File: config.mk
export PLATFORM = sky130hd
export DESIGN_NAME = eight_bit_alu_with_minifloat_add_flat
export DESIGN_NICKNAME = d
export VERILOG_FILES = /design/src/rtl/core/ebalu_pkg.sv /design/src/rtl/core/ebalu_in_if.sv /design/src/rtl/core/ebalu_out_if.sv /design/src/rtl/core/ebalu_norm.sv /design/src/rtl/core/eight_bit_alu_with_minifloat_add.sv /design/src/flat_wrapper.sv
export SDC_FILE = /design/constraint.sdc
export NUM_CORES = 1
export LEC_CHECK = 0
export BUFFER_PORTS_ARGS = -buffer_cell sky130_fd_sc_hd__buf_2
export CORE_ASPECT_RATIO = 0.5
export CORE_UTILIZATION = 24
export CTS_CLUSTER_SIZE = 30
export DETAILED_ROUTE_END_ITERATION = 12
export PLACE_DENSITY = 0.49
export REMOVE_ABC_BUFFERS = 1
export SETUP_SLACK_MARGIN = 0.4
export SLEW_MARGIN = 20
export SYNTH_ARGS = -nofsm -noshare
export SYNTH_HDL_FRONTEND = slang
export SYNTH_HIERARCHICAL = 1
export SYNTH_SLANG_ARGS = --single-unit
File: constraint.sdc
create_clock -name clk -period 2.7 [get_ports clk]
set_input_delay 0.135 -clock clk [delete_from_list [all_inputs] [get_ports clk]]
set_output_delay 0.135 -clock clk [all_outputs]
set_load 0.05 [all_outputs]
File: src/rtl/core/ebalu_pkg.sv
package ebalu_pkg;

  localparam int unsigned DATA_W = 8;
  localparam int unsigned MODE_W = 3;
  localparam int unsigned MAG_W  = 12;
  localparam int unsigned SVAL_W = MAG_W + 1;
  localparam int unsigned SUM_W  = MAG_W + 2;
  localparam int unsigned SMAG_W = MAG_W + 1;

  typedef enum logic [MODE_W-1:0] {
    MODE_IADD = 3'd0,
    MODE_FADD = 3'd1,
    MODE_OR   = 3'd2,
    MODE_AND  = 3'd3,
    MODE_XOR  = 3'd4
  } mode_t;

  typedef logic [DATA_W-1:0] data_t;

endpackage

File: src/rtl/core/ebalu_in_if.sv
interface ebalu_in_if import ebalu_pkg::*; ();
  logic              valid;
  logic              ready;
  logic [MODE_W-1:0] mode;
  data_t             operand_a;
  data_t             operand_b;

  modport source (output valid, output mode, output operand_a, output operand_b,
                  input ready);
  modport sink (input valid, input mode, input operand_a, input operand_b,
                output ready);
endinterface

File: src/rtl/core/ebalu_out_if.sv
interface ebalu_out_if import ebalu_pkg::*; ();
  logic  valid;
  logic  ready;
  data_t result;

  modport source (output valid, output result, input ready);
  modport sink (input valid, input result, output ready);
endinterface

File: src/rtl/core/ebalu_norm.sv
module ebalu_norm import ebalu_pkg::*; (
  input  logic              sign,
  input  logic [SMAG_W-1:0] mag,
  output data_t             code
);

  logic       found;
  logic [2:0] exp_field;
  logic [3:0] frac;

  always_comb begin
    found     = 1'b0;
    exp_field = '0;
    frac      = '0;
    for (int i = 4; i < SMAG_W; i++) begin
      if (mag[i]) begin
        found     = 1'b1;
        exp_field = 3'(i - 4);
        frac      = 4'(mag >> (i - 4));
      end
    end
    if (found) begin
      code = {sign, exp_field, frac};
    end else begin
      code = {sign, 7'b0};
    end
  end

endmodule

File: src/rtl/core/eight_bit_alu_with_minifloat_add.sv
// Eight-bit ALU with integer add, OR, AND, XOR and a minifloat add (sign in bit 7,
// excess-3 exponent in bits 6..4, 4-bit fraction with an implicit leading one).
// A three-stage pipeline takes one transaction every cycle while the output is not
// stalled and carries it through its stage registers in order to the output: stage one
// decodes the minifloat operands and computes the integer and bitwise results,
// stage two forms the exact signed sum, and stage three normalizes it into the
// output register. Each stage has its own valid bit and loads when it is empty or
// its successor moves, so a stalled output holds every item in place without loss
// and bubbles are squeezed out.
// Unused mode codes give a zero result.
module eight_bit_alu_with_minifloat_add import ebalu_pkg::*; (
  input logic       clk,
  input logic       rst_n,
  ebalu_in_if.sink  in_if,
  ebalu_out_if.source out_if
);

  logic s1_ready, s2_ready, s3_ready;

  logic                     s1_valid_r;
  logic                     s1_is_float_r;
  data_t                    s1_logic_r;
  logic signed [SVAL_W-1:0] s1_va_r;
  logic signed [SVAL_W-1:0] s1_vb_r;

  logic                     s1_is_float_nxt;
  data_t                    s1_logic_nxt;
  logic [MAG_W-1:0]         mag_a;
  logic [MAG_W-1:0]         mag_b;
  logic signed [SVAL_W-1:0] s1_va_nxt;
  logic signed [SVAL_W-1:0] s1_vb_nxt;

  logic              s2_valid_r;
  logic              s2_is_float_r;
  data_t             s2_logic_r;
  logic              s2_sign_r;
  logic [SMAG_W-1:0] s2_mag_r;

  logic signed [SUM_W-1:0] sum;
  logic                    s2_sign_nxt;
  logic [SMAG_W-1:0]       s2_mag_nxt;

  logic  s3_valid_r;
  data_t s3_result_r;
  data_t float_code;
  data_t s3_result_nxt;

  assign s3_ready    = !s3_valid_r || out_if.ready;
  assign s2_ready    = !s2_valid_r || s3_ready;
  assign s1_ready    = !s1_valid_r || s2_ready;
  assign in_if.ready = s1_ready;

  always_comb begin
    mag_a     = MAG_W'({1'b1, in_if.operand_a[3:0]}) << in_if.operand_a[6:4];
    mag_b     = MAG_W'({1'b1, in_if.operand_b[3:0]}) << in_if.operand_b[6:4];
    s1_va_nxt = in_if.operand_a[7] ? -$signed({1'b0, mag_a}) : $signed({1'b0, mag_a});
    s1_vb_nxt = in_if.operand_b[7] ? -$signed({1'b0, mag_b}) : $signed({1'b0, mag_b});
    s1_is_float_nxt = 1'b0;
    case (in_if.mode)
      MODE_IADD: s1_logic_nxt = in_if.operand_a + in_if.operand_b;
      MODE_FADD: begin
        s1_logic_nxt    = '0;
        s1_is_float_nxt = 1'b1;
      end
      MODE_OR:   s1_logic_nxt = in_if.operand_a | in_if.operand_b;
      MODE_AND:  s1_logic_nxt = in_if.operand_a & in_if.operand_b;
      MODE_XOR:  s1_logic_nxt = in_if.operand_a ^ in_if.operand_b;
      default:   s1_logic_nxt = '0;
    endcase
  end

  always_comb begin
    sum         = SUM_W'(s1_va_r) + SUM_W'(s1_vb_r);
    s2_sign_nxt = sum[SUM_W-1];
    s2_mag_nxt  = s2_sign_nxt ? SMAG_W'(-sum) : SMAG_W'(sum);
  end

  ebalu_norm u_norm (
    .sign (s2_sign_r),
    .mag  (s2_mag_r),
    .code (float_code)
  );

  assign s3_result_nxt = s2_is_float_r ? float_code : s2_logic_r;

  always_ff @(posedge clk) begin
    if (!rst_n) begin
      s1_valid_r <= 1'b0;
      s2_valid_r <= 1'b0;
      s3_valid_r <= 1'b0;
    end else begin
      if (s1_ready) begin
        s1_valid_r <= in_if.valid;
      end
      if (s2_ready) begin
        s2_valid_r <= s1_valid_r;
      end
      if (s3_ready) begin
        s3_valid_r <= s2_valid_r;
      end
    end
  end

  always_ff @(posedge clk) begin
    if (s1_ready && in_if.valid) begin
      s1_is_float_r <= s1_is_float_nxt;
      s1_logic_r    <= s1_logic_nxt;
      s1_va_r       <= s1_va_nxt;
      s1_vb_r       <= s1_vb_nxt;
    end
    if (s2_ready && s1_valid_r) begin
      s2_is_float_r <= s1_is_float_r;
      s2_logic_r    <= s1_logic_r;
      s2_sign_r     <= s2_sign_nxt;
      s2_mag_r      <= s2_mag_nxt;
    end
    if (s3_ready && s2_valid_r) begin
      s3_result_r <= s3_result_nxt;
    end
  end

  assign out_if.valid  = s3_valid_r;
  assign out_if.result = s3_result_r;

  a_zero_sum_positive: assert property (@(posedge clk) disable iff (!rst_n)
    s2_valid_r && s2_is_float_r && (s2_mag_r == '0) |-> !s2_sign_r)
    else $error("zero float sum carries a sign");

  a_s1_holds: assert property (@(posedge clk) disable iff (!rst_n)
    s1_valid_r && !s2_ready |=> s1_valid_r && $stable(s1_va_r) && $stable(s1_vb_r))
    else $error("stage one lost its item during a stall");

  a_s2_holds: assert property (@(posedge clk) disable iff (!rst_n)
    s2_valid_r && !s3_ready |=> s2_valid_r && $stable(s2_mag_r) && $stable(s2_logic_r))
    else $error("stage two lost its item during a stall");

  a_reset_empty: assert property (@(posedge clk)
    !rst_n |=> !s1_valid_r && !s2_valid_r && !s3_valid_r)
    else $error("pipeline not empty after reset");

endmodule
File: src/flat_wrapper.sv
// flat-port wrapper written by rule: the top's interface ports become plain ports
module eight_bit_alu_with_minifloat_add_flat import ebalu_pkg::*;
  (clk, rst_n, in_if_valid, in_if_mode, in_if_operand_a, in_if_operand_b, in_if_ready, out_if_valid, out_if_result, out_if_ready);
  ebalu_in_if in_if_i ();
  ebalu_out_if out_if_i ();
  input logic clk;
  input logic rst_n;
  input wire logic [$bits(in_if_i.valid)-1:0] in_if_valid;
  input wire logic [$bits(in_if_i.mode)-1:0] in_if_mode;
  input wire logic [$bits(in_if_i.operand_a)-1:0] in_if_operand_a;
  input wire logic [$bits(in_if_i.operand_b)-1:0] in_if_operand_b;
  output wire logic [$bits(in_if_i.ready)-1:0] in_if_ready;
  output wire logic [$bits(out_if_i.valid)-1:0] out_if_valid;
  output wire logic [$bits(out_if_i.result)-1:0] out_if_result;
  input wire logic [$bits(out_if_i.ready)-1:0] out_if_ready;
  assign in_if_i.valid = in_if_valid;
  assign in_if_i.mode = in_if_mode;
  assign in_if_i.operand_a = in_if_operand_a;
  assign in_if_i.operand_b = in_if_operand_b;
  assign in_if_ready = in_if_i.ready;
  assign out_if_valid = out_if_i.valid;
  assign out_if_result = out_if_i.result;
  assign out_if_i.ready = out_if_ready;
  eight_bit_alu_with_minifloat_add u_core (.clk(clk), .rst_n(rst_n), .in_if(in_if_i), .out_if(out_if_i));
endmodule
=== After elaboration in Yosys (flattened, before gate mapping) ===
Cells that the tools add are included.

* Bits in registers: 69
* Input port bits: 23
* Output and inout port bits: 10
* Word-level logic and storage cells: 71

* $add $sub $neg: 5
* Equal/unequal tests: 4
* Shift operators: 2
* Muxes and demuxes: 33
* Bitwise gates (word level): 3
* Reductions and logical operators: 10

{| class="wikitable"
|+ Operators with widths
! kind !! number
|-
| 4-bit 2-to-1 mux || 9
|-
| 8-bit case mux with 4 select lines || 1
|-
| 12-bit negator with 13-bit output || 2
|-
| 12-bit 2-to-1 mux || 2
|-
| 5-bit by 3-bit << shifter with 12-bit output || 2
|-
| 3-bit 2-to-1 mux || 5
|-
| 13-bit by 13-bit adder with 14-bit output || 1
|-
| 13-bit 2-to-1 mux || 1
|-
| 13-bit negator || 1
|-
| 1-bit 2-to-1 mux || 11
|-
| 8-bit adder || 1
|-
| 8-bit bitwise AND || 1
|-
| 8-bit 2-to-1 mux || 1
|-
| 8-bit bitwise OR || 1
|-
| 8-bit XOR || 1
|-
| 7-bit 2-to-1 mux || 1
|-
| 3-bit by 2-bit == test with 1-bit output, second input constant || 2
|-
| 2-bit 2-to-1 mux || 2
|-
| 3-bit by 1-bit == test with 1-bit output, second input constant || 1
|-
| 3-bit == test, second input constant || 1
|-
| 1-bit logical AND || 3
|-
| 1-bit logical NOT || 3
|-
| 3-bit logical NOT || 1
|-
| 1-bit logical OR || 3
|}

=== Depth between registers and ports, before layout ===
* Word-level depth: 11
* Mapped depth: 11
* Gate-level depth less buffers: 11

=== Hierarchy ===
The synthesis kept the hierarchy.

{| class="wikitable"
|+ Modules (own cells, without submodules)
! module !! instances !! cells an instance !! area an instance (um2) !! seq. area each (um2)
|-
| eight_bit_alu_with_minifloat_add || 1 || 518 || 5127.4 || 2042.0
|-
| ebalu_norm || 1 || 72 || 441.7 || 0.0
|}

=== Least setup slack after synthesis ===
OpenSTA, ideal clock, no wires.

* Kind: reg-to-reg
* Start point: register u_core.s3_valid_r, in the netlist u_core/out_if.valid
* End point: register u_core.s1_is_float_r (enable)
* Setup time: 0.449 ns
* Data arrival time: 2.551 ns
* Data required time: 2.251 ns
* Setup slack: -0.300 ns
* Cell stages (with the launch flop): 3
* Path buffers: 0
* Period minus slack after synthesis: 3.000 ns
* Cell sequence: dfxtp_1 > nor2b_1 > a31oi_1

* Longest elaborated chain between the ends: 5

{| class="wikitable"
|+ RTL lines
! element !! RTL line !! text
|-
| start: declaration || eight_bit_alu_with_minifloat_add.sv:43 || <nowiki>logic s3_valid_r;</nowiki>
|-
| start signal: assignment || eight_bit_alu_with_minifloat_add.sv:99 || <nowiki>s3_valid_r <= s2_valid_r;</nowiki>
|-
| 1-bit logical NOT || eight_bit_alu_with_minifloat_add.sv:48 || <nowiki>assign s3_ready = !s3_valid_r || out_if.ready;</nowiki>
|-
| 1-bit logical OR || eight_bit_alu_with_minifloat_add.sv:48 ||
|-
| 1-bit logical OR || eight_bit_alu_with_minifloat_add.sv:49 || <nowiki>assign s2_ready = !s2_valid_r || s3_ready;</nowiki>
|-
| 1-bit logical OR || eight_bit_alu_with_minifloat_add.sv:50 || <nowiki>assign s1_ready = !s1_valid_r || s2_ready;</nowiki>
|-
| 1-bit logical AND || eight_bit_alu_with_minifloat_add.sv:105 || <nowiki>if (s1_ready && in_if.valid) begin</nowiki>
|-
| end signal: assignment || eight_bit_alu_with_minifloat_add.sv:106 || <nowiki>s1_is_float_r <= s1_is_float_nxt;</nowiki>
|-
| end: declaration || eight_bit_alu_with_minifloat_add.sv:21 || <nowiki>logic s1_is_float_r;</nowiki>
|}

No other way between the ends.
A chain may end at the register's enable or synchronous reset.

=== Final worst setup path ===
* Start point: register u_core.s1_vb_r[1]
* End point: register u_core.s2_mag_r[3], data pin

* Elaborated cells on any way between the ends: 3
* Classes of those cells: add/sub: 2; mux: 1

{| class="wikitable"
|+ RTL lines
! element !! RTL line !! text
|-
| start: declaration || eight_bit_alu_with_minifloat_add.sv:24 || <nowiki>logic signed [SVAL_W-1:0] s1_vb_r;</nowiki>
|-
| start signal: assignment || eight_bit_alu_with_minifloat_add.sv:109 || <nowiki>s1_vb_r <= s1_vb_nxt;</nowiki>
|-
| 13-bit by 13-bit adder with 14-bit output || eight_bit_alu_with_minifloat_add.sv:73 || <nowiki>sum = SUM_W'(s1_va_r) + SUM_W'(s1_vb_r);</nowiki>
|-
| named net u_core.sum[13] || eight_bit_alu_with_minifloat_add.sv:39 || <nowiki>logic signed [SUM_W-1:0] sum;</nowiki>
|-
| 13-bit 2-to-1 mux || eight_bit_alu_with_minifloat_add.sv:75 || <nowiki>s2_mag_nxt = s2_sign_nxt ? SMAG_W'(-sum) : SMAG_W'(sum);</nowiki>
|-
| named net u_core.s2_mag_nxt[3] || eight_bit_alu_with_minifloat_add.sv:41 || <nowiki>logic [SMAG_W-1:0] s2_mag_nxt;</nowiki>
|-
| end signal: assignment || eight_bit_alu_with_minifloat_add.sv:115 || <nowiki>s2_mag_r <= s2_mag_nxt;</nowiki>
|-
| end: declaration || eight_bit_alu_with_minifloat_add.sv:37 || <nowiki>logic [SMAG_W-1:0] s2_mag_r;</nowiki>
|}

The timed path passes the listed nets, and every way through them passes these cells.

==> metrics <==
core box area=around 22000 µm²; DIE WIDTH=~220 µm; vias in the first global route=about 4100; number of DRC markers in iteration 0=312; Yosys top cell area share=approximately 36%; Final min period=2.611 ns; P_leak=around 2.5 nW; CTS root buf=clkbuf_16; Final HPWL DP=between 10000 and 15000 µm; cell count after synthesis=590; skew final=between 0.01 and 0.015 ns; Synth area leader=edfxtp_1; Inst Count DP=~910; status=complete, no violations; gpl congestion=0.8524; Crit Path Max Fanout=10; first-pass GRT wire length=between 20000 and 25000 µm; DR vias/cell=approximately 4.7; most common cell after layout, fill and taps aside=edfxtp_1; Buffers on Ports=32; worst reg2reg setup slack=0.09 ns; total of warnings raised by yosys=6; Max-slew headroom=54.01%; synthesized area=5569 µm²; post-synthesis sequential area ratio=36.67%; Max VDD drop=roughly 0.31 mV; initial antenna violation count=0; DRT Pass-1 Iters=5; Fmax achieved=~0.38 GHz; Setup TNS=0 ns; final WL=12970 µm; WP data required=between 2 and 3 ns; depth of the CTS H-tree=3; most frequent cells in the layout=66 x edfxtp_1, 62 x nand2_1, 44 x a21oi_1; max_cap viols=0; n_diodes=0; Post-Syn Area per Cell=approximately 9.4 µm²; synth unique cells=86; Setup-failing EPs final=0; clock tree from TritonCTS=done; EDFF count, synth=66; Hold WS=approximately 0.034 ns; top cells by area, synth=edfxtp_1 36%, ha_1 7.2%, nand2_1 4.2%, a21oi_1 4.0%, nor2_1 2.9%; largest net degree at the start of global routing=36; Slew @ Worst Pin=around 0.7 ns; num ports=33; top_reg_cell synth=edfxtp_1; wire per inst=13.92 µm; row cnt=38; routed via count=between 4000 and 5000; total grt overflow=0; clock buffer count from CTS=9; Die Ht=between 100 and 150 µm; unrepaired setup endpoints after global routing=yes; endpoints failing hold=0; drt drc=0; fin cells=932; net count reported at finish=684; Final ANT Viol Nets=0; power density cells=between 600 and 700 nW/µm²; Hold Buf Count CTS=0; GR Util All Layers=11.12%; fraction of registers with async set/reset=0%; clock transition at the registers of the reported paths=roughly 0.060 ns; fin. max-slew vios=0; clock buffer depth=2; layout cells sized above 1=21.84%; Sink Count=69; crit path kind=flip-flop to flip-flop; area grow syn2layout=18.20%; CP arrival=2.69 ns; die footprint=23850 µm²; Synth Register Bits=69; Worst setup SP type=flip-flop; starting density of the core=between 20% and 30%; Final Cycle Share=a little under 100%; Hold Crit Class=input pin to flip-flop; clock latency on the worst-skew pair=roughly 0.34 ns; Critical Path End Type=flip-flop
[timing repair]
item,4_1_cts,5_1_grt
pin swaps,11,12
setup endpoints to repair,13,13
gates resized for setup,10,16
setup buffers,1,2
[stage by stage]
stage	worst slack [ns]	instance area (µm²)	utilization (%)	total power, W
6_report	0.08882	6583	29.65	0.004342
5_1_grt	-0.07198	6583	29.65	0.004608
4_1_cts	0.09410	6485	29.21	0.004292
3_5_place_dp	0.03826	6102	27.48	0.002979
3_3_place_gp	0.08614	6102	27.48	0.002975
2_1_floorplan	-0.2996	5368	-	0.002544
[report_power, final]
part	internal, W	leakage [nW]	switching [W]	total (W)
registers	0.00136	0.654	0.000126	0.00149
logic	0.000732	1.71	0.000874	0.00161
clock network	0.000812	0.150	0.000437	0.00125
total	0.00291	2.51	0.00144	0.00434
[area by class of cell]
| cell class | count | area, µm² |
|---|---|---|
| fillers | 2331 | 15620 |
| multi-input cells | 447 | 3328 |
| flip-flops and latches | 69 | 2042 |
| well taps | 300 | 375.4 |
| repair buffers | 59 | 362.8 |
| clock buffers | 11 | 232.7 |
| inverters | 41 | 156.4 |
| clock inverters | 5 | 85.08 |
[cells in the mapped netlist, drive strengths merged (8+ instances only)]
cell	n
o21ai	28
nand4	11
nand2	62
mux2	11
inv	39
nand3	14
o21a	10
a31oi	8
nor3	14
xnor2	18
ha	32
nor2	45
xor2	17
nor2b	11
a21o	8
buf	19
a21oi	46
nand2b	9
mux2i	13
edfxtp	66
clkbuf	14
o211ai	10
[registers in the layout (all words and copies together) (netlist names)]
register and count:
u_core/s1_is_float_r 1, u_core/s1_vb_r 13, u_core/s2_logic_r 8, u_core/s1_va_r 13
u_core/out_if.result 8, u_core/s2_is_float_r 1, u_core/s2_valid_r 1, u_core/s2_mag_r 13
u_core/s2_sign_r 1, u_core/s1_logic_r 8, u_core/out_if.valid 1, u_core/s1_valid_r 1
[logic make-up (layout without fill, tap and decap cells)]
logic type               Yosys count  after routing  synth area share, %
adder cells (fa/ha/maj)           34             34                7.908
buffers and inverters             74            116                6.380
XOR/XNOR                          35             35                5.639
multiplexers                      24             24                4.696
flip-flops                        69             69                36.67
AND/OR/NAND/NOR                  185            185                16.45
AO/OA/AOI/OAI                    169            169                22.27
[path summary, 6_finish.rpt]
path | from | end | cells past startpoint
max | u_core/s1_vb_r[1] | u_core/s2_mag_r[3] | 10
min reg2reg | u_core/s1_logic_r[5] | u_core/s2_logic_r[5] | 0
max reg2reg | u_core/s1_vb_r[1] | u_core/s2_mag_r[3] | 10
min | rst_n | u_core/out_if.valid | 2
[routing by layer]
| metal | vias to the layer above | GRT usage [%] | part of all wire, % |
|---|---|---|---|
| met4 | 0 | 3.421 | 1.2 |
| met1 | 2069 | 15.77 | 53 |
| met5 | - | 0 | 0 |
| met2 | 55 | 17.20 | 44 |
| li1 | 2237 | - | - |
| met3 | 9 | 1.881 | 2.5 |
[critical path: stages (launching register included)]
cell and delay (ns):
edfxtp_1 0.39, ha_1 0.31, a21o_1 0.20, a31o_4 0.28, a31oi_4 0.25, o21ai_2 0.07, nor3b_4 0.16, mux2_4 0.40
inv_4 0.09, nand2_1 0.06, xor2_1 0.14
Power figures use the tool's default switching activity.
